`config.mk`:
```
export PLATFORM = sky130hd
export DESIGN_NAME = vna_div_cell
export DESIGN_NICKNAME = d
export VERILOG_FILES = /design/src/design/vna_pkg.sv /design/src/design/vna_div_cell.sv
export SDC_FILE = /design/constraint.sdc
export NUM_CORES = 1
export LEC_CHECK = 0
export ABC_CLOCK_PERIOD_IN_PS = 3250
export BUFFER_PORTS_ARGS = -buffer_cell sky130_fd_sc_hd__buf_2
export CELL_PAD_IN_SITES_DETAIL_PLACEMENT = 1
export CELL_PAD_IN_SITES_GLOBAL_PLACEMENT = 1
export CORE_AREA = 2 2 295 297
export CTS_BUF_LIST = sky130_fd_sc_hd__clkbuf_16
export DETAILED_ROUTE_END_ITERATION = 8
export DIE_AREA = 0 0 297 299
export PLACE_DENSITY = 0.53
export SKIP_CTS_REPAIR_TIMING = 1
export SYNTH_ARGS = -nofsm -noshare
export SYNTH_HDL_FRONTEND = slang
export SYNTH_SLANG_ARGS = --single-unit
export TNS_END_PERCENT = 1
```
`constraint.sdc`:
```
create_clock -name clock -period 3.25 [get_ports clock]
set_input_delay 0.1625 -clock clock [delete_from_list [all_inputs] [get_ports clock]]
set_output_delay 0.1625 -clock clock [all_outputs]
set_load 0.02 [all_outputs]
```
`src/design/vna_pkg.sv`:
```
// ----------------------------------------------------------------------------
// vna_pkg: shared types and constants for the vector normalize unit
// Opcodes, fixed point format, stage payload structs and saturation helper.
// ----------------------------------------------------------------------------
package vna_pkg;

   localparam int FRAC_BITS = 16;
   // quotient bits of one normalized component, its magnitude is at most 1.0
   localparam int QW        = FRAC_BITS + 1;
   // one root bit per cell over the 64-bit sum of squares
   localparam int SQ_CELLS  = 32;
   localparam int DIV_CELLS = QW;

   localparam logic [2:0] OP_ADD  = 3'd0;
   localparam logic [2:0] OP_SUB  = 3'd1;
   localparam logic [2:0] OP_SCL  = 3'd2;
   localparam logic [2:0] OP_MUL  = 3'd3;
   localparam logic [2:0] OP_LEN  = 3'd4;
   localparam logic [2:0] OP_NORM = 3'd5;

   // side data that rides along the whole chain
   typedef struct packed {
      logic              is_len;
      logic              is_norm;
      logic              ovf;
      logic [2:0][31:0]  res;
      logic [2:0][31:0]  amag;
      logic [2:0]        aneg;
   } carry_type;

   typedef struct packed {
      carry_type         c;
      logic [63:0]       rad;
      logic [33:0]       rem;
      logic [31:0]       root;
   } sqrt_type;

   typedef struct packed {
      carry_type         c;
      logic [31:0]       dvs;
      logic [2:0][32:0]  rem;
      logic [2:0][QW-1:0] quo;
   } div_type;

   typedef struct packed {
      logic              ovf;
      logic [31:0]       val;
   } sat_type;

   // clamp a signed 64-bit value into the signed 32-bit range
   function automatic sat_type sat32(input logic signed [63:0] v);
      sat_type r;
      if (v > 64'sh0000_0000_7FFF_FFFF) begin
         r.ovf = 1'b1;
         r.val = 32'h7FFF_FFFF;
      end else if (v < -64'sh0000_0000_8000_0000) begin
         r.ovf = 1'b1;
         r.val = 32'h8000_0000;
      end else begin
         r.ovf = 1'b0;
         r.val = v[31:0];
      end
      return r;
   endfunction

endpackage

```
`src/design/vna_div_cell.sv`:
```
// ----------------------------------------------------------------------------
// vna_div_cell: one restoring division step on three lanes
// Each lane compares its remainder with the length and emits a quotient bit.
// ----------------------------------------------------------------------------
module vna_div_cell (
   input  logic              clock,
   input  logic              en,
   input  vna_pkg::div_type  din,
   output vna_pkg::div_type  dout
);
   import vna_pkg::*;

   div_type st_in;
   div_type st_ff;

   always_comb begin
      logic        ge;
      logic [32:0] diff;
      st_in = din;
      for (int i = 0; i < 3; i++) begin
         ge   = (din.rem[i] >= {1'b0, din.dvs});
         diff = ge ? din.rem[i] - {1'b0, din.dvs} : din.rem[i];
         st_in.rem[i] = {diff[31:0], 1'b0};
         st_in.quo[i] = {din.quo[i][QW-2:0], ge};
      end
   end

   always_ff @(posedge clock) begin
      if (en) st_ff <= st_in;
   end

   assign dout = st_ff;

endmodule

```
# [Word-level counts from Yosys, hierarchy flattened]
# Index checks and enable logic that the tools add are counted.
[totals] reg_bits=377 input_bits=382 output_inout_bits=380 word_cells=26
[op_classes] add_sub_neg=3 magnitude_cmp=3 n_mux=3
[op_table] cell="33-bit by 32-bit >= comparator with 1-bit output" count=3
[op_table] cell="32-bit 2-to-1 mux" count=3
[op_table] cell="32-bit subtractor" count=3

# [Depth between registers and ports, before layout]
[logic_depth] ltp_word=2 depth_mapped=14 ltp_nobuf=12

# [Worst setup path after synthesis]
# No wires, ideal clock.
[synth_path] kind="input to register" start="in din[117] (netlist bit)" end="reg st_ff, in the netlist dout[146], data pin" setup_ns=0.262 t_arrival_ns=2.535 required_time_ns=2.988 slack_ns=0.452 cell_stages=12 path_buffers=0 cell_sequence="inv_1 > ha_1 > fa_1 > nand2b_1 > a21oi_1 > o211ai_1 > a21oi_1 > a31oi_1 > o31ai_1 > a31oi_1 > xnor2_1 > mux2_1"
[synth_rtl] element="start: declaration" line="vna_div_cell.sv:8" text="input vna_pkg::div_type din,"
[synth_rtl] element="end signal: assignment" line="vna_div_cell.sv:29" text="if (en) st_ff <= st_in;"
[synth_rtl] element="end: declaration" line="vna_div_cell.sv:14" text="div_type st_ff;"

==> qor.yml <==
hold_path:
  hold_start: "din[117]"
  whs_endpoint: "dout[118]$_DFFE_PP_"
  hold_path_class: "in2reg"
  hold_depth: 4
final_layout:
  final_cell_mix: "754 x buf_2, 377 x edfxtp_1, 363 x dlygate4sd3_1, 127 x nand2_1, 119 x buf_4"
  largest_register_ffs: 377
  final_area_sq_um: 29020
  final_common_cell: "buf_2"
  drive_gt1_share_pct: 37.22
  fin_cells: 3810
  fin_nets: 3077
  post-route-util_pct: 33.77
  area_growth_pct: 64.19
logic_synthesis:
  synth_top_family_by_area: "compound AO/OA/AOI/OAI gates"
  syn_area_sq_um: 17680
  syn_area_per_cell_sq_um: 13.10
  yosys.area.top_type: "edfxtp_1"
  synth_compound_area_share_pct: 13.29
  synth-simple-area-share_pct: 7.821
  synth.area.mux_share_pct: 0.9485
  synth_edf_count: 377
  async_reset_ff_share_pct: 0
  synthFlopType: "edfxtp_1"
  ys_ff_latch: 377
  synth_xor_xnor_area_share_pct: 4.013
  synth_area_leaders: "edfxtp_1 64%, ha_1 6.8%, a21oi_1 3.0%"
  synth_largest_type_area_fraction_pct: 64.04
  synth_cells: 1349
  ys_seq_area_share_pct: 64.04
  synth.distinct_cells: 75
  synthAdderAreaFrac_pct: 7.135
  yosys_warnings: 0
grt:
  grt_antenna_before_repair: 33
  overflow: 0
  grt_use_total_pct: 20.86
  grt_pass1_vias: 16350
  grt_pass1_wl_microns: 130200
  grt_max_degree: 78
die:
  dieArea_sq_um: 88800
  core-area_sq_um: 85940
  io-pin-count: 762
  num_rows: 108
  start_util_pct: 20.57
  fp.dieH_microns: 299
  die_width_microns: 297
sta:
  hold_violations: 0
  max_slew.worst_pin.slew_ns: 0.6437
  period_minus_slack_ns: 3.090
  whs_ns: 0.01336
  worst_slack_ns: 0.1604
  slew_headroom_pct: 56.63
  tns_ns: 0
  slew_violations: 0
  setup_viol: 0
  timing.fmax_mhz: 323.7
  period_share_pct: 95.06
drt:
  drc: 0
  drtAntennaViolNets: 0
  first_iter_violations: 886
  dr.pass1.iters: 5
  wl_per_cell_microns: 26.03
  vias_per_cell: 4.360
  drt-total-wl_microns: 99170
  vias: 16610
critical_path:
  cp_top_family: "compound AO/OA/AOI/OAI gates"
  worstPathArrival_ns: 3.43
  cp_slowest_cell: "dlygate4sd3_1"
  crit_fanout: 4
  cp.buffers_inverters: 4
  cp-end-kind: "register"
  critPathKind: "in2reg"
  cp-start-kind: "input pin"
  cp_cell_sequence: "dlygate4sd3_1 > buf_2 > inv_1 > ha_1 > nor2b_1 > o31a_1 > o22ai_1 > o311a_4 > o311ai_4 > nor4_1 > o41ai_1 > buf_4 > xnor2_1 > o21ai_1"
  critPathMaxStageDelay_ns: 0.56
  cp.required_ns: 3.59
clock_network:
  clkSinkCount: 377
  clockBufferDepth: 3
  cts_tree: "yes"
  worst_setup_hold_path_clk_slew_ns: 0.06
  root_buffer: "clkbuf_16"
  numCtsBuffers: 48
  cts_max_level: 2
pwr:
  seqPwrFrac_pct: 39.1
  clkPwrFrac_pct: 36.2
  irDropWorstVdd_uv: 340.2
  switching_share_pct: 30.84
  power_mw: 15.69
  combPwrFrac_pct: 24.7
  powerDensity_nw_per_um2: 540.5
  switchingPower_mw: 4.838
  p_int_mw: 10.85
  leakagePower_nw: 12.46
place:
  routabilityCongestion: 0.9462
  pre_cts_slack_ns: -0.09150
  io_buffers: 755
  place_area_sq_um: 23690
  hpwl_microns: 81000
  dp_cells: 3338
outcome:
  status: "complete, no violations"
job:
  cap_violations: 0
[synth_stat cells (all sizes together) (21+ instances only)]
master	n
nor2	66
ha	96
xor2	32
edfxtp	377
xnor2	49
buf	22
nand2	127
clkbuf	26
a21oi	106
o21ai	105
a21o	35
a31oi	22
nand4	21
inv	61
nand3	25
[worst min-delay path: stages]
cell	delay, ns
buf_2	0.09
buf_4	0.09
nor2_1	0.03
a21oi_1	0.11
[area by class of cell]
type | count | area [sq um]
sequential | 377 | 11320
inverter | 61 | 229.0
clock inverter | 41 | 430.4
clock buffer | 49 | 1226
multi-input combinational | 865 | 5889
antenna | 19 | 47.55
tap | 1155 | 1445
fill | 9703 | 56920
timing repair buffer | 1243 | 8436
[worst max path at each step]
stage | startpoint | endpoint | slack, ns | depth (start not counted)
6_report | din[151] | dout[79]$_DFFE_PP_ | 0.16 | 14
5_1_grt | din[152] | dout[115]$_DFFE_PP_ | -0.007 | 15
4_1_cts | din[117] | dout[146]$_DFFE_PP_ | 0.56 | 14
3_5_place_dp | din[117] | dout[146]$_DFFE_PP_ | -0.09 | 14
3_3_place_gp | din[117] | dout[146]$_DFFE_PP_ | -0.08 | 14
2_1_floorplan | din[117] | dout[146]$_DFFE_PP_ | 0.45 | 12
[logic make-up (layout without fill, tap and decap cells)]
kind of cell	count (synthesis)	after routing
DFF	377	377
AOI/OAI and AO/OA	364	364
and+or+nand+nor	303	303
buffers and inverters	109	1394
adders and majority gates	99	99
xor gates and xnor gates	81	81
muxes	15	15
other	1	22
[power by group through the flow]
stage / combinational [mW] / sequential (mW) / clock [mW]
finish: 3.88 / 6.13 / 5.67
global route: 4.16 / 6.18 / 6.02
CTS: 3.54 / 6.14 / 5.85
detailed placement: 3.52 / 6.22 / 0
global placement: 3.48 / 6.23 / 0
floorplan: 1.15 / 6.82 / 0
[metal layers]
| layer | up-vias | routed length [microns] | track usage (%) |
|---|---|---|---|
| li1 | 7614 | - | - |
| met1 | 8292 | 38170 | 22.79 |
| met3 | 131 | 5994 | 6.914 |
| met4 | 22 | 2404 | 3.439 |
| met2 | 551 | 52460 | 39.45 |
| met5 | - | 143 | 0 |
Power figures use the tool's default switching activity.
