===== config.mk =====
export PLATFORM = sky130hd
export DESIGN_NAME = vna_sqrt_cell
export DESIGN_NICKNAME = d
export VERILOG_FILES = /design/src/design/vna_pkg.sv /design/src/design/vna_sqrt_cell.sv
export SDC_FILE = /design/constraint.sdc
export NUM_CORES = 1
export LEC_CHECK = 0
export BUFFER_PORTS_ARGS = -buffer_cell sky130_fd_sc_hd__buf_4
export CAP_MARGIN = 0
export CORE_AREA = 5 5 255 257
export DETAILED_ROUTE_END_ITERATION = 8
export DIE_AREA = 0 0 260 262
export GPL_TIMING_DRIVEN = 0
export SLEW_MARGIN = 20
export SYNTH_ARGS = -nofsm -noshare
export SYNTH_HDL_FRONTEND = slang
export SYNTH_SLANG_ARGS = --single-unit

===== constraint.sdc =====
create_clock -name clock -period 4 [get_ports clock]
set_input_delay 0.2 -clock clock [delete_from_list [all_inputs] [get_ports clock]]
set_output_delay 0.2 -clock clock [all_outputs]
set_load 0.02 [all_outputs]

===== src/design/vna_pkg.sv =====
// ----------------------------------------------------------------------------
// vna_pkg: shared types and constants for the vector normalize unit
// Opcodes, fixed point format, stage payload structs and saturation helper.
// ----------------------------------------------------------------------------
package vna_pkg;

   localparam int FRAC_BITS = 16;
   // quotient bits of one normalized component, its magnitude is at most 1.0
   localparam int QW        = FRAC_BITS + 1;
   // one root bit per cell over the 64-bit sum of squares
   localparam int SQ_CELLS  = 32;
   localparam int DIV_CELLS = QW;

   localparam logic [2:0] OP_ADD  = 3'd0;
   localparam logic [2:0] OP_SUB  = 3'd1;
   localparam logic [2:0] OP_SCL  = 3'd2;
   localparam logic [2:0] OP_MUL  = 3'd3;
   localparam logic [2:0] OP_LEN  = 3'd4;
   localparam logic [2:0] OP_NORM = 3'd5;

   // side data that rides along the whole chain
   typedef struct packed {
      logic              is_len;
      logic              is_norm;
      logic              ovf;
      logic [2:0][31:0]  res;
      logic [2:0][31:0]  amag;
      logic [2:0]        aneg;
   } carry_type;

   typedef struct packed {
      carry_type         c;
      logic [63:0]       rad;
      logic [33:0]       rem;
      logic [31:0]       root;
   } sqrt_type;

   typedef struct packed {
      carry_type         c;
      logic [31:0]       dvs;
      logic [2:0][32:0]  rem;
      logic [2:0][QW-1:0] quo;
   } div_type;

   typedef struct packed {
      logic              ovf;
      logic [31:0]       val;
   } sat_type;

   // clamp a signed 64-bit value into the signed 32-bit range
   function automatic sat_type sat32(input logic signed [63:0] v);
      sat_type r;
      if (v > 64'sh0000_0000_7FFF_FFFF) begin
         r.ovf = 1'b1;
         r.val = 32'h7FFF_FFFF;
      end else if (v < -64'sh0000_0000_8000_0000) begin
         r.ovf = 1'b1;
         r.val = 32'h8000_0000;
      end else begin
         r.ovf = 1'b0;
         r.val = v[31:0];
      end
      return r;
   endfunction

endpackage


===== src/design/vna_sqrt_cell.sv =====
// ----------------------------------------------------------------------------
// vna_sqrt_cell: one restoring square root step
// Takes the next two radicand bits and decides one root bit.
// ----------------------------------------------------------------------------
module vna_sqrt_cell (
   input  logic               clock,
   input  logic               en,
   input  vna_pkg::sqrt_type  din,
   output vna_pkg::sqrt_type  dout
);
   import vna_pkg::*;

   logic [35:0] rem_sh;
   logic [35:0] trial;
   logic        ge;
   sqrt_type    st_in;
   sqrt_type    st_ff;

   // trial subtract of 4*root+1
   always_comb begin
      rem_sh     = {din.rem, din.rad[63:62]};
      trial      = {2'b00, din.root, 2'b01};
      ge         = (rem_sh >= trial);
      st_in      = din;
      st_in.rem  = ge ? 34'(rem_sh - trial) : rem_sh[33:0];
      st_in.root = {din.root[30:0], ge};
      st_in.rad  = {din.rad[61:0], 2'b00};
   end

   always_ff @(posedge clock) begin
      if (en) st_ff <= st_in;
   end

   assign dout = st_ff;

endmodule


# == After elaboration in Yosys (flattened, before gate mapping) ==
# Cells that the tools add are included.
# totals
wordCells,16
output_inout_bits,328
reg_bits,326
# op_classes
addsub,1
mux,1
magnitude_cmp,1
# ops
cell,n
$ge A36 B34 Y1,1
$mux W34,1
$sub A34 B34 Y34,1

# == Longest topological paths before layout ==
# Gate-level depths: netlist (run 1).
# logic_depth
word_depth,2
ltp_mapped,13
mapped_depth_nobuf,10

# == Worst setup path before layout (run 1) ==
# No wires, ideal clock.
# synth_timing
kind,input port to flip-flop
from,in din[9] (netlist name)
to,"reg st_ff, in the netlist dout[59] (data pin)"
setup_slack_ns,1.541
t_arrival_ns,2.199
stages,10
required_time_ns,3.740
path_cell_list,inv_1 ha_1 a21o_1 a31o_1 a211oi_4 o211ai_2 a21bo_2 mux2i_1 o221ai_1 mux2_4
# synth_rtl
element,line_no,source
"start, declared",vna_sqrt_cell.sv:8,"input vna_pkg::sqrt_type din,"
"end signal, assigned",vna_sqrt_cell.sv:31,if (en) st_ff <= st_in;
"end, declared",vna_sqrt_cell.sv:17,sqrt_type st_ff;

==> impl_metrics.py, run 1 <==
metrics = {
    "detailed_routing": {
        "drt-vias-per-instance": 3.97,
        "antenna_left": 0,
        "drc": 0,
        "vias": 10400,
        "wirelength_um": 57300,
        "drtIter0Drc": 671,
        "routedWlPerCell_um": 21.9,
        "dr.pass1.iters": 5,
    },
    "timing": {
        "fmax_mhz": 318,
        "finalCritPeriodShare_pct": 78.7,
        "finalWorstSetupSlack_ns": 0.851,
        "period_needed_ns": 3.15,
        "rsz0062_at_grt": "false",
        "hold_violations": 0,
        "worst_pin_slew_ns": 0.675,
        "relSlewSlack_pct": 54.8,
        "hold_slack_ns": 0.0691,
        "fin_tns_setup_ns": 0,
        "setup_viol": 0,
        "drv_slew": 0,
    },
    "floorplanning": {
        "die_x_um": 260,
        "die_h_um": 262,
        "num_rows": 92,
        "die_area_mm2": 0.0681,
        "pin_count": 658,
        "coreArea_mm2": 0.0625,
        "start_util_pct": 19.6,
    },
    "setup_path": {
        "path_max_fanout": 10,
        "critical_path.max_stage_delay_ns": 0.63,
        "start_kind": "input port",
        "cp_common_cell": "nand2_1",
        "path_class": "input port to flip-flop",
        "endpoint_kind": "flip-flop",
        "required_ns": 4.26,
        "path_cells": "dlygate4sd3_1 -> buf_4 -> ha_1 -> nand4_2 -> nor4_1 -> nand2_1 -> o311ai_1 -> a211oi_1 -> o21a_1 -> buf_6 -> buf_2 -> nand2_1 -> o21ai_0",
        "arrival_ns": 3.41,
        "slowest_stage": "nor4_1",
    },
    "logic_synthesis": {
        "yosysUniqueCellTypes": 62,
        "async_reset_ff_share_pct": 0,
        "netlist_instances": 705,
        "yosysSeqAreaShare_pct": 79.8,
        "synth-seq-cells": 326,
        "synth_edf_count": 326,
        "ys_warn_count": 0,
        "synthesis.area_mm2": 0.0123,
        "avgSynthCellArea_um2": 17.4,
        "synth-main-ff-cell": "edfxtp_1",
    },
    "global_route": {
        "grt_max_degree": 102,
        "grt_pass1_vias": 10900,
        "grt_pass1_wl_um": 77100,
        "grt_usage_pct": 15.5,
        "antenna_found_initial": 13,
        "grt_overflow_total": 0,
    },
    "final_layout": {
        "layout-drive-gt1-share_pct": 42.6,
        "final_common_cell": "buf_4",
        "instances_no_fill": 2617,
        "final_cell_mix": "656 x buf_4, 326 x edfxtp_1, 323 x dlygate4sd3_1",
        "syn2layout_area_growth_pct": 86.7,
        "largest_reg_flops": 326,
        "final_core_util_pct": 36.6,
        "final_cell_area_mm2": 0.0229,
        "nets": 2094,
    },
    "clocking": {
        "cts_buffers": 41,
        "cts_resized": 0,
        "cts-root-buf": "clkbuf_16",
        "cts_tree": "yes",
        "clkTransAtPathRegs_ns": 0.06,
        "cts_num_sinks": 326,
        "cts_max_level": 2,
        "clk_path_buf_depth": 3,
    },
    "pwr": {
        "p_leak_nw": 9.60,
        "finalPower_mw": 9.86,
        "p_per_area_mw_per_mm2": 431,
        "ir_drop_mv": 0.238,
    },
    "placed_design": {
        "gp_congestion": 0.837,
        "place_area_mm2": 0.0183,
        "io_buffers": 655,
        "dpl.hpwl_um": 43200,
        "pre_cts_ws_ns": 0.716,
        "numPlacedInstances": 2210,
    },
    "status": {
        "run_status": "finished, final reports clean",
    },
    "worst_hold_path": {
        "hp-start": "din[129]",
        "hold_depth": 3,
        "min_path_type": "input port to flip-flop",
        "hold_end": "dout[33]",
    },
    "flow_run": {
        "drv_cap": 0,
    },
}
==> layout make-up <==
cell class	instances	area [µm²]
Antenna cell	13	32.5
Buffer	16	95.1
Clock buffer	52	1070
Clock inverter	19	221
Fill cell	5887	39600
Inverter	43	163
Multi-Input combinational cell	321	2220
Sequential cell	326	9790
Tap cell	846	1060
Timing Repair Buffer	981	8240
==> synth_stat cells (3+ instances only) <==
library cell / instances / area, µm²
a21o_1: 19 / 143
a21oi_1: 28 / 140
a31oi_1: 4 / 25.0
and2_1: 3 / 18.8
and3_2: 3 / 22.5
buf_2: 6 / 30.0
clkbuf_1: 4 / 15.0
edfxtp_1: 326 / 9790
ha_1: 34 / 425
inv_1: 42 / 158
mux2i_1: 4 / 40.0
nand2_1: 58 / 218
nand2b_1: 5 / 31.3
nand3_1: 6 / 30.0
nand4_1: 6 / 37.5
nor2_1: 18 / 67.6
nor3_1: 10 / 50.1
o21a_1: 3 / 22.5
o21ai_0: 41 / 205
o21ai_1: 4 / 20.0
o31ai_1: 4 / 30.0
o41ai_2: 3 / 48.8
xnor2_1: 14 / 123
xor2_1: 13 / 114
==> layer usage <==
| metal | up-vias | global-route usage, % | part of all wire (%) |
|---|---|---|---|
| li1 | 4762 | - | - |
| met1 | 5066 | 16.9 | 36 |
| met2 | 459 | 26.6 | 49 |
| met3 | 102 | 5.51 | 8.7 |
| met4 | 8 | 7.93 | 5.7 |
| met5 | - | 0 | 0.10 |
==> worst max-delay path by stage <==
stage,start,endpoint,slack [ns],cells after the start
4_1_cts,din[13],dout[49],0.75,14
5_1_grt,din[13],dout[49],0.57,14
2_1_floorplan,din[9],dout[59],1.54,10
6_report,din[42],dout[52],0.85,13
3_5_place_dp,din[10],dout[49],0.72,12
3_3_place_gp,en,dout[253],0.17,1
==> power breakdown <==
part	switching, mW	internal (mW)	leakage (nW)
registers	0.0991	4.11	3.19
logic	1.07	0.933	5.78
clock network	1.49	2.16	0.634
==> repair_timing <==
| item | in CTS | in global routing |
|---|---|---|
| endpoints found under the setup margin | 0 | 0 |
| hold buffers | 323 | 0 |
| endpoints found under the hold margin | 323 | 0 |
| setup buffers | 0 | 0 |
==> worst max-delay path, delay by kind of cell <==
kind,cells,cell delay (ns)
adders and majority gates,1,0.44
AOI/OAI and AO/OA,4,0.68
buffers and inverters,4,1.04
and+or+nand+nor,4,1.03
==> logic make-up (layout without fill, tap and decap cells) <==
group,after synthesis,in the layout,share of synthesized area (%)
adder cells (fa/ha/maj),34,34,3.47
flip-flops,326,326,79.8
XOR/XNOR,27,27,1.93
AO/OA/AOI/OAI,133,133,7.60
multiplexers,5,5,0.449
AND/OR/NAND/NOR,120,120,4.57
buffers and inverters,59,1111,2.10
other,1,15,0.0306
Note: power is estimated with default switching activity, not from simulation.
==> run 2: changes to the inputs <==
--- a/config.mk
+++ b/config.mk
@@ -5,11 +5,12 @@
 export SDC_FILE = /design/constraint.sdc
 export NUM_CORES = 1
 export LEC_CHECK = 0
+export ABC_AREA = 1
 export BUFFER_PORTS_ARGS = -buffer_cell sky130_fd_sc_hd__buf_4
 export CAP_MARGIN = 0
-export CORE_AREA = 5 5 255 257
+export CORE_AREA = 5 5 252 254
 export DETAILED_ROUTE_END_ITERATION = 8
-export DIE_AREA = 0 0 260 262
+export DIE_AREA = 0 0 257 259
 export GPL_TIMING_DRIVEN = 0
 export SLEW_MARGIN = 20
 export SYNTH_ARGS = -nofsm -noshare
==> constraint.sdc (replaced) <==
create_clock -name clock -period 3.14 [get_ports clock]
set_input_delay 0.157 -clock clock [delete_from_list [all_inputs] [get_ports clock]]
set_output_delay 0.157 -clock clock [all_outputs]
set_load 0.02 [all_outputs]
==> run 2 against run 1 <==
Effect of this change: worst setup slack got worse by 0.26 ns; die area fell by 2.3%; routed wire length rose by 13%; global-route usage rose by 2.9 points; count of clock-buffer cells in the layout fell by 3; cell count rose by 8.1%; combinational power rose by 33%; sequential share of layout area fell by 1.0 points; synthesized cell count rose by 38%; sequential power rose by 27%; core utilization rose by 1.8 points; via count rose by 10%; critical endpoint is now dout[58]; largest cell class unchanged; highest routed layer unchanged.
==> impl_metrics.py, run 2 <==
metrics = {
    "logic_synthesis": {
        "ys_warn_count": 0,
        "synthesis.area_mm2": 0.0128,
        "yosysSeqAreaShare_pct": 76.2,
        "yosysTopAreaCellShare_pct": 76.2,
        "netlist_instances": 973,
        "synth_edf_count": 326,
        "synth-main-ff-cell": "edfxtp_1",
        "synth_area_leaders": "edfxtp_1 76%, nand2_1 8.4%, inv_1 4.1%",
        "yosysTopAreaCell": "edfxtp_1",
        "synth-seq-cells": 326,
        "async_reset_ff_share_pct": 0,
        "yosysUniqueCellTypes": 25,
        "synthTopCellsByCount": "326 x edfxtp_1, 288 x nand2_1, 139 x inv_1",
        "avgSynthCellArea_um2": 13.2,
        "synth_most_common_cell": "edfxtp_1",
    },
    "pwr": {
        "p_leak_nw": 10.5,
        "power.switching_mw": 3.56,
        "p_per_area_mw_per_mm2": 544,
        "p_clk_share_pct": 37.2,
        "comb_power_share_pct": 20.8,
        "cell_internal_pwr_mw": 9.21,
        "switching_share_pct": 27.9,
        "ir_drop_mv": 0.352,
        "pwr-share-seq_pct": 42.0,
    },
    "clocking": {
        "cts_tree": "yes",
        "clk_path_buf_depth": 3,
        "cts_resized": 0,
        "clkTransAtPathRegs_ns": 0.06,
        "cts-root-buf": "clkbuf_16",
        "cts_num_sinks": 326,
        "cts_buffers": 41,
        "cts_max_level": 2,
    },
    "placed_design": {
        "io_buffers": 655,
        "gp_congestion": 0.886,
        "dpl.hpwl_um": 50000,
    },
    "setup_path": {
        "required_ns": 3.43,
        "arrival_ns": 2.84,
        "path_class": "input port to flip-flop",
        "start_kind": "input port",
        "path_max_fanout": 10,
        "endpoint_kind": "flip-flop",
    },
    "final_layout": {
        "final_common_cell": "buf_4",
        "nets": 2364,
        "final_core_util_pct": 38.4,
        "syn2layout_area_growth_pct": 82.6,
        "num-fill-cells": 5788,
        "layout-drive-gt1-share_pct": 36.6,
        "largest_reg_flops": 326,
        "final_cell_mix": "659 x buf_4, 326 x edfxtp_1, 325 x dlygate4sd3_1",
    },
    "detailed_routing": {
        "vias": 11400,
        "wirelength_um": 64700,
        "antenna_left": 0,
        "drtIter0Drc": 745,
        "routedWlPerCell_um": 22.9,
        "drc": 0,
        "dr.pass1.iters": 5,
        "drt-vias-per-instance": 4.05,
    },
    "timing": {
        "setup_viol": 0,
        "hold_violations": 0,
        "drv_slew": 0,
        "finalCritPeriodShare_pct": 81.1,
        "period_needed_ns": 2.55,
        "fin_tns_setup_ns": 0,
        "worst_pin_slew_ns": 0.783,
        "rsz0062_at_grt": "false",
        "relSlewSlack_pct": 47.3,
        "fmax_mhz": 393,
    },
    "floorplanning": {
        "num_rows": 91,
        "die_area_mm2": 0.0666,
        "die_h_um": 259,
        "start_util_pct": 21.0,
        "pin_count": 658,
        "die_x_um": 257,
        "coreArea_mm2": 0.0610,
    },
    "global_route": {
        "grt_pass1_wl_um": 88900,
        "grt_usage_pct": 18.3,
        "grt_max_degree": 105,
        "grt_pass1_vias": 12100,
        "grt_overflow_total": 0,
        "antenna_found_initial": 7,
    },
    "flow_run": {
        "drv_cap": 0,
    },
    "status": {
        "run_status": "finished, final reports clean",
    },
    "worst_hold_path": {
        "min_path_type": "input port to flip-flop",
    },
}
## run 2: cell types whose count changed in the layout (fill, tap and decap cells not counted), moves of 5 or more
| cell | before | now |
|---|---|---|
| nand2_1 | 58 | 288 |
| inv_1 | 42 | 139 |
| nand3_1 | 6 | 38 |
| nor2_1 | 18 | 49 |
| o21ai_0 | 41 | 13 |
| a21o_1 | 19 | 0 |
| xnor2_1 | 14 | 3 |
| clkbuf_1 | 15 | 7 |
| nor2_2 | 0 | 8 |
| nor3_1 | 10 | 3 |
| buf_2 | 6 | 0 |
| diode_2 | 13 | 7 |
| nand2b_1 | 5 | 0 |
## run 2: critical path: stages
cell and delay [ns]:
dlygate4sd3_1 0.57, buf_4 0.12, inv_1 0.05, ha_1 0.39, nand2_1 0.19, inv_1 0.06
nand2_1 0.06, nand2_1 0.06, nand2_1 0.07, nand2_1 0.04, a21oi_1 0.17, nand2_1 0.14
nand2_1 0.12, nand2_4 0.14, buf_4 0.23, nand3_1 0.17, nand2_1 0.07
## run 2: stage by stage
stage	hold slack (ns)	instances	worst slack (ns)	instance area [µm²]	total power, mW
final	0.0973	2829	0.595	23500	12.8
after global routing	0.102	2823	0.378	23400	13.3
after floorplan	0.256	974	1.33	12800	6.37
after detailed placement	0.336	2422	0.554	18800	7.74
after global placement	0.336	2419	-0.658	18800	7.75
after CTS	0.0603	2822	0.588	23400	13.0
## run 2: worst paths after layout
check	from	to	slack, ns	cells after the start
max	din[20]	dout[58]	0.59	17
min	din[129]	dout[33]	0.1	3
## run 2: cell families (layout without fill, tap and decap cells)
family,Yosys count,count (layout),synth area share [%]
other,1,9,0.0292
adder cells (fa/ha/maj),34,34,3.31
XOR/XNOR,18,18,1.23
buffers and inverters,148,1206,4.67
AND/OR/NAND/NOR,404,404,12.8
flip-flops,326,326,76.2
AO/OA/AOI/OAI,42,42,1.72
## run 2: cell type report
class                   count  area, µm²  share of cell area [%]
plain buffers               8       71.3                   0.304
repair buffers            983       8260                    35.2
clock inverters            26        268                    1.14
flip-flops and latches    326       9790                    41.7
inverters                 140        528                    2.25
clock buffers              49       1080                    4.59
diodes                      7       17.5                  0.0747
multi-input cells         500       2460                    10.5
well taps                 790        988                    4.21
## run 2: layer usage
metal / vias up / part of all wire (%) / wire (µm) / global-route usage (%)
li1: 5363 / - / - / -
met1: 5468 / 39 / 25200 / 21.2
met2: 523 / 49 / 31500 / 31.8
met3: 91 / 8.2 / 5320 / 6.22
met4: 4 / 4.1 / 2630 / 6.58
met5: - / 0.043 / 28 / 0
## run 2: repair_timing
| action | CTS | global route |
|---|---|---|
| hold buffers | 325 | 0 |
| hold endpoints to repair | 360 | 0 |
| setup buffers | 0 | 0 |
## run 2: power groups by stage
stage,Clock [mW],Sequential (mW),Combinational [mW]
finish,4.75,5.36,2.66
global route,5.08,5.39,2.82
CTS,4.91,5.36,2.69
detailed placement,0,5.43,2.31
global placement,0,5.46,2.29
floorplan,0,5.92,0.451
==> run 3: changes to the inputs <==
==> constraint.sdc (replaced) <==
create_clock -name clock -period 2.7 [get_ports clock]
set_input_delay 0.135 -clock clock [delete_from_list [all_inputs] [get_ports clock]]
set_output_delay 0.135 -clock clock [all_outputs]
set_load 0.02 [all_outputs]
==> run 3 against run 2 <==
Effect of this change: largest power group unchanged; hold slack worse by 0.022 ns; core utilization did not move; non-clock buffer count is the same.
==> impl_metrics.py, run 3 (synthesis gave the netlist of run 2 again) <==
metrics = {
    "timing": {
        "worst_pin_slew_ns": 0.607,
        "hold_violations": 0,
        "setup_viol": 0,
        "hold_slack_ns": 0.0753,
        "fin_tns_setup_ns": 0,
        "finalCritPeriodShare_pct": 93.5,
        "drv_slew": 0,
        "rsz0062_at_grt": "false",
        "relSlewSlack_pct": 59.5,
        "finalWorstSetupSlack_ns": 0.177,
        "fmax_mhz": 396,
        "period_needed_ns": 2.52,
    },
    "setup_path": {
        "arrival_ns": 2.82,
        "cp_common_cell": "nand2_1",
        "path_cells": "dlygate4sd3_1 -> buf_4 -> inv_1 -> ha_1 -> nand2_1 -> inv_1 -> nand2_1 -> nand2_1 -> nand2_1 -> nand2_1 -> a21oi_1 -> nand2_1 -> nand2_1 -> nand2_4 -> buf_4 -> nand3_1 -> nand2_1",
        "start_kind": "input port",
        "path_class": "input port to flip-flop",
        "path_max_fanout": 10,
        "critical_path.max_stage_delay_ns": 0.57,
        "required_ns": 2.99,
        "endpoint_kind": "flip-flop",
        "critical_path.startpoint": "din[20]",
        "slowest_stage": "dlygate4sd3_1",
    },
    "global_route": {
        "grt_pass1_vias": 12100,
        "antenna_found_initial": 7,
        "grt_max_degree": 105,
        "grt_usage_pct": 18.3,
        "grt_overflow_total": 0,
        "grt_pass1_wl_um": 88900,
    },
    "floorplanning": {
        "num_rows": 91,
        "die_x_um": 257,
        "start_util_pct": 21.0,
        "die_area_mm2": 0.0666,
        "coreArea_mm2": 0.0610,
        "pin_count": 658,
        "die_h_um": 259,
    },
    "pwr": {
        "p_leak_nw": 10.5,
        "finalPower_mw": 14.9,
        "p_per_area_mw_per_mm2": 633,
        "ir_drop_mv": 0.409,
    },
    "clocking": {
        "cts_tree": "yes",
        "cts_buffers": 41,
        "clkTransAtPathRegs_ns": 0.06,
        "cts_max_level": 2,
        "cts_num_sinks": 326,
        "post_cts_buffers": 0,
        "clk_path_buf_depth": 3,
        "cts-root-buf": "clkbuf_16",
    },
    "placed_design": {
        "pre_cts_ws_ns": 0.136,
        "dpl.hpwl_um": 50000,
        "gp_congestion": 0.886,
        "place_area_mm2": 0.0188,
        "numPlacedInstances": 2422,
        "io_buffers": 655,
    },
    "final_layout": {
        "num-fill-cells": 5788,
        "syn2layout_area_growth_pct": 82.6,
        "final_core_util_pct": 38.4,
        "seq_area_mm2": 0.00979,
        "multi_input_area_mm2": 0.00246,
        "nets": 2364,
        "final_cell_mix": "659 x buf_4, 326 x edfxtp_1, 325 x dlygate4sd3_1",
        "largest_reg_flops": 326,
        "layout-drive-gt1-share_pct": 36.6,
        "final_cell_area_mm2": 0.0235,
        "final_common_cell": "buf_4",
        "instances_no_fill": 2829,
    },
    "detailed_routing": {
        "drtIter0Drc": 745,
        "wirelength_um": 64700,
        "routedWlPerCell_um": 22.9,
        "drt-vias-per-instance": 4.05,
        "vias": 11400,
        "antenna_left": 0,
        "drc": 0,
        "dr.pass1.iters": 5,
    },
    "worst_hold_path": {
        "hp-start": "din[129]",
        "min_path_type": "input port to flip-flop",
    },
    "status": {
        "run_status": "finished, final reports clean",
    },
    "flow_run": {
        "drv_cap": 0,
    },
}
==> run 3: worst max-delay path, delay by kind of cell <==
family,cells,cell delay [ns]
AND/OR/NAND/NOR,10,1.06
AO/OA/AOI/OAI,1,0.17
buffers and inverters,5,1.03
adder cells (fa/ha/maj),1,0.39
==> run 3: per-layer routing <==
| metal | global-route usage (%) | up-vias | routed length (µm) |
|---|---|---|---|
| li1 | - | 5363 | - |
| met4 | 6.58 | 4 | 2630 |
| met1 | 21.2 | 5466 | 25200 |
| met2 | 31.8 | 523 | 31500 |
| met3 | 6.22 | 91 | 5320 |
| met5 | 0 | - | 28 |
==> run 3: path summary, 6_finish.rpt <==
check / endpoint / slack (ns) / cells past startpoint
setup / recovery: dout[58] / 0.18 / 17
hold / removal: dout[33] / 0.08 / 3
==> run 3: area by class of cell <==
type / count / area share (%)
repair buffers: 983 / 35.2
well taps: 790 / 4.21
clock inverters: 26 / 1.14
clock buffers: 49 / 4.59
inverters: 140 / 2.25
flip-flops and latches: 326 / 41.7
multi-input cells: 500 / 10.5
diodes: 7 / 0.0747
plain buffers: 8 / 0.304
==> run 3: what timing repair did <==
| action | CTS | global route |
|---|---|---|
| gates resized for setup | 0 | 1 |
| hold endpoints to repair | 361 | 0 |
| hold buffers | 325 | 0 |
| endpoints found under the setup margin | 0 | 1 |
==> run 3: power by group <==
group          total (mW)  leakage [nW]  internal, mW  switching, mW
sequential           6.23          3.19          6.09          0.144
clock                5.53         0.653          3.26           2.27
combinational        3.09          6.64          1.37           1.72
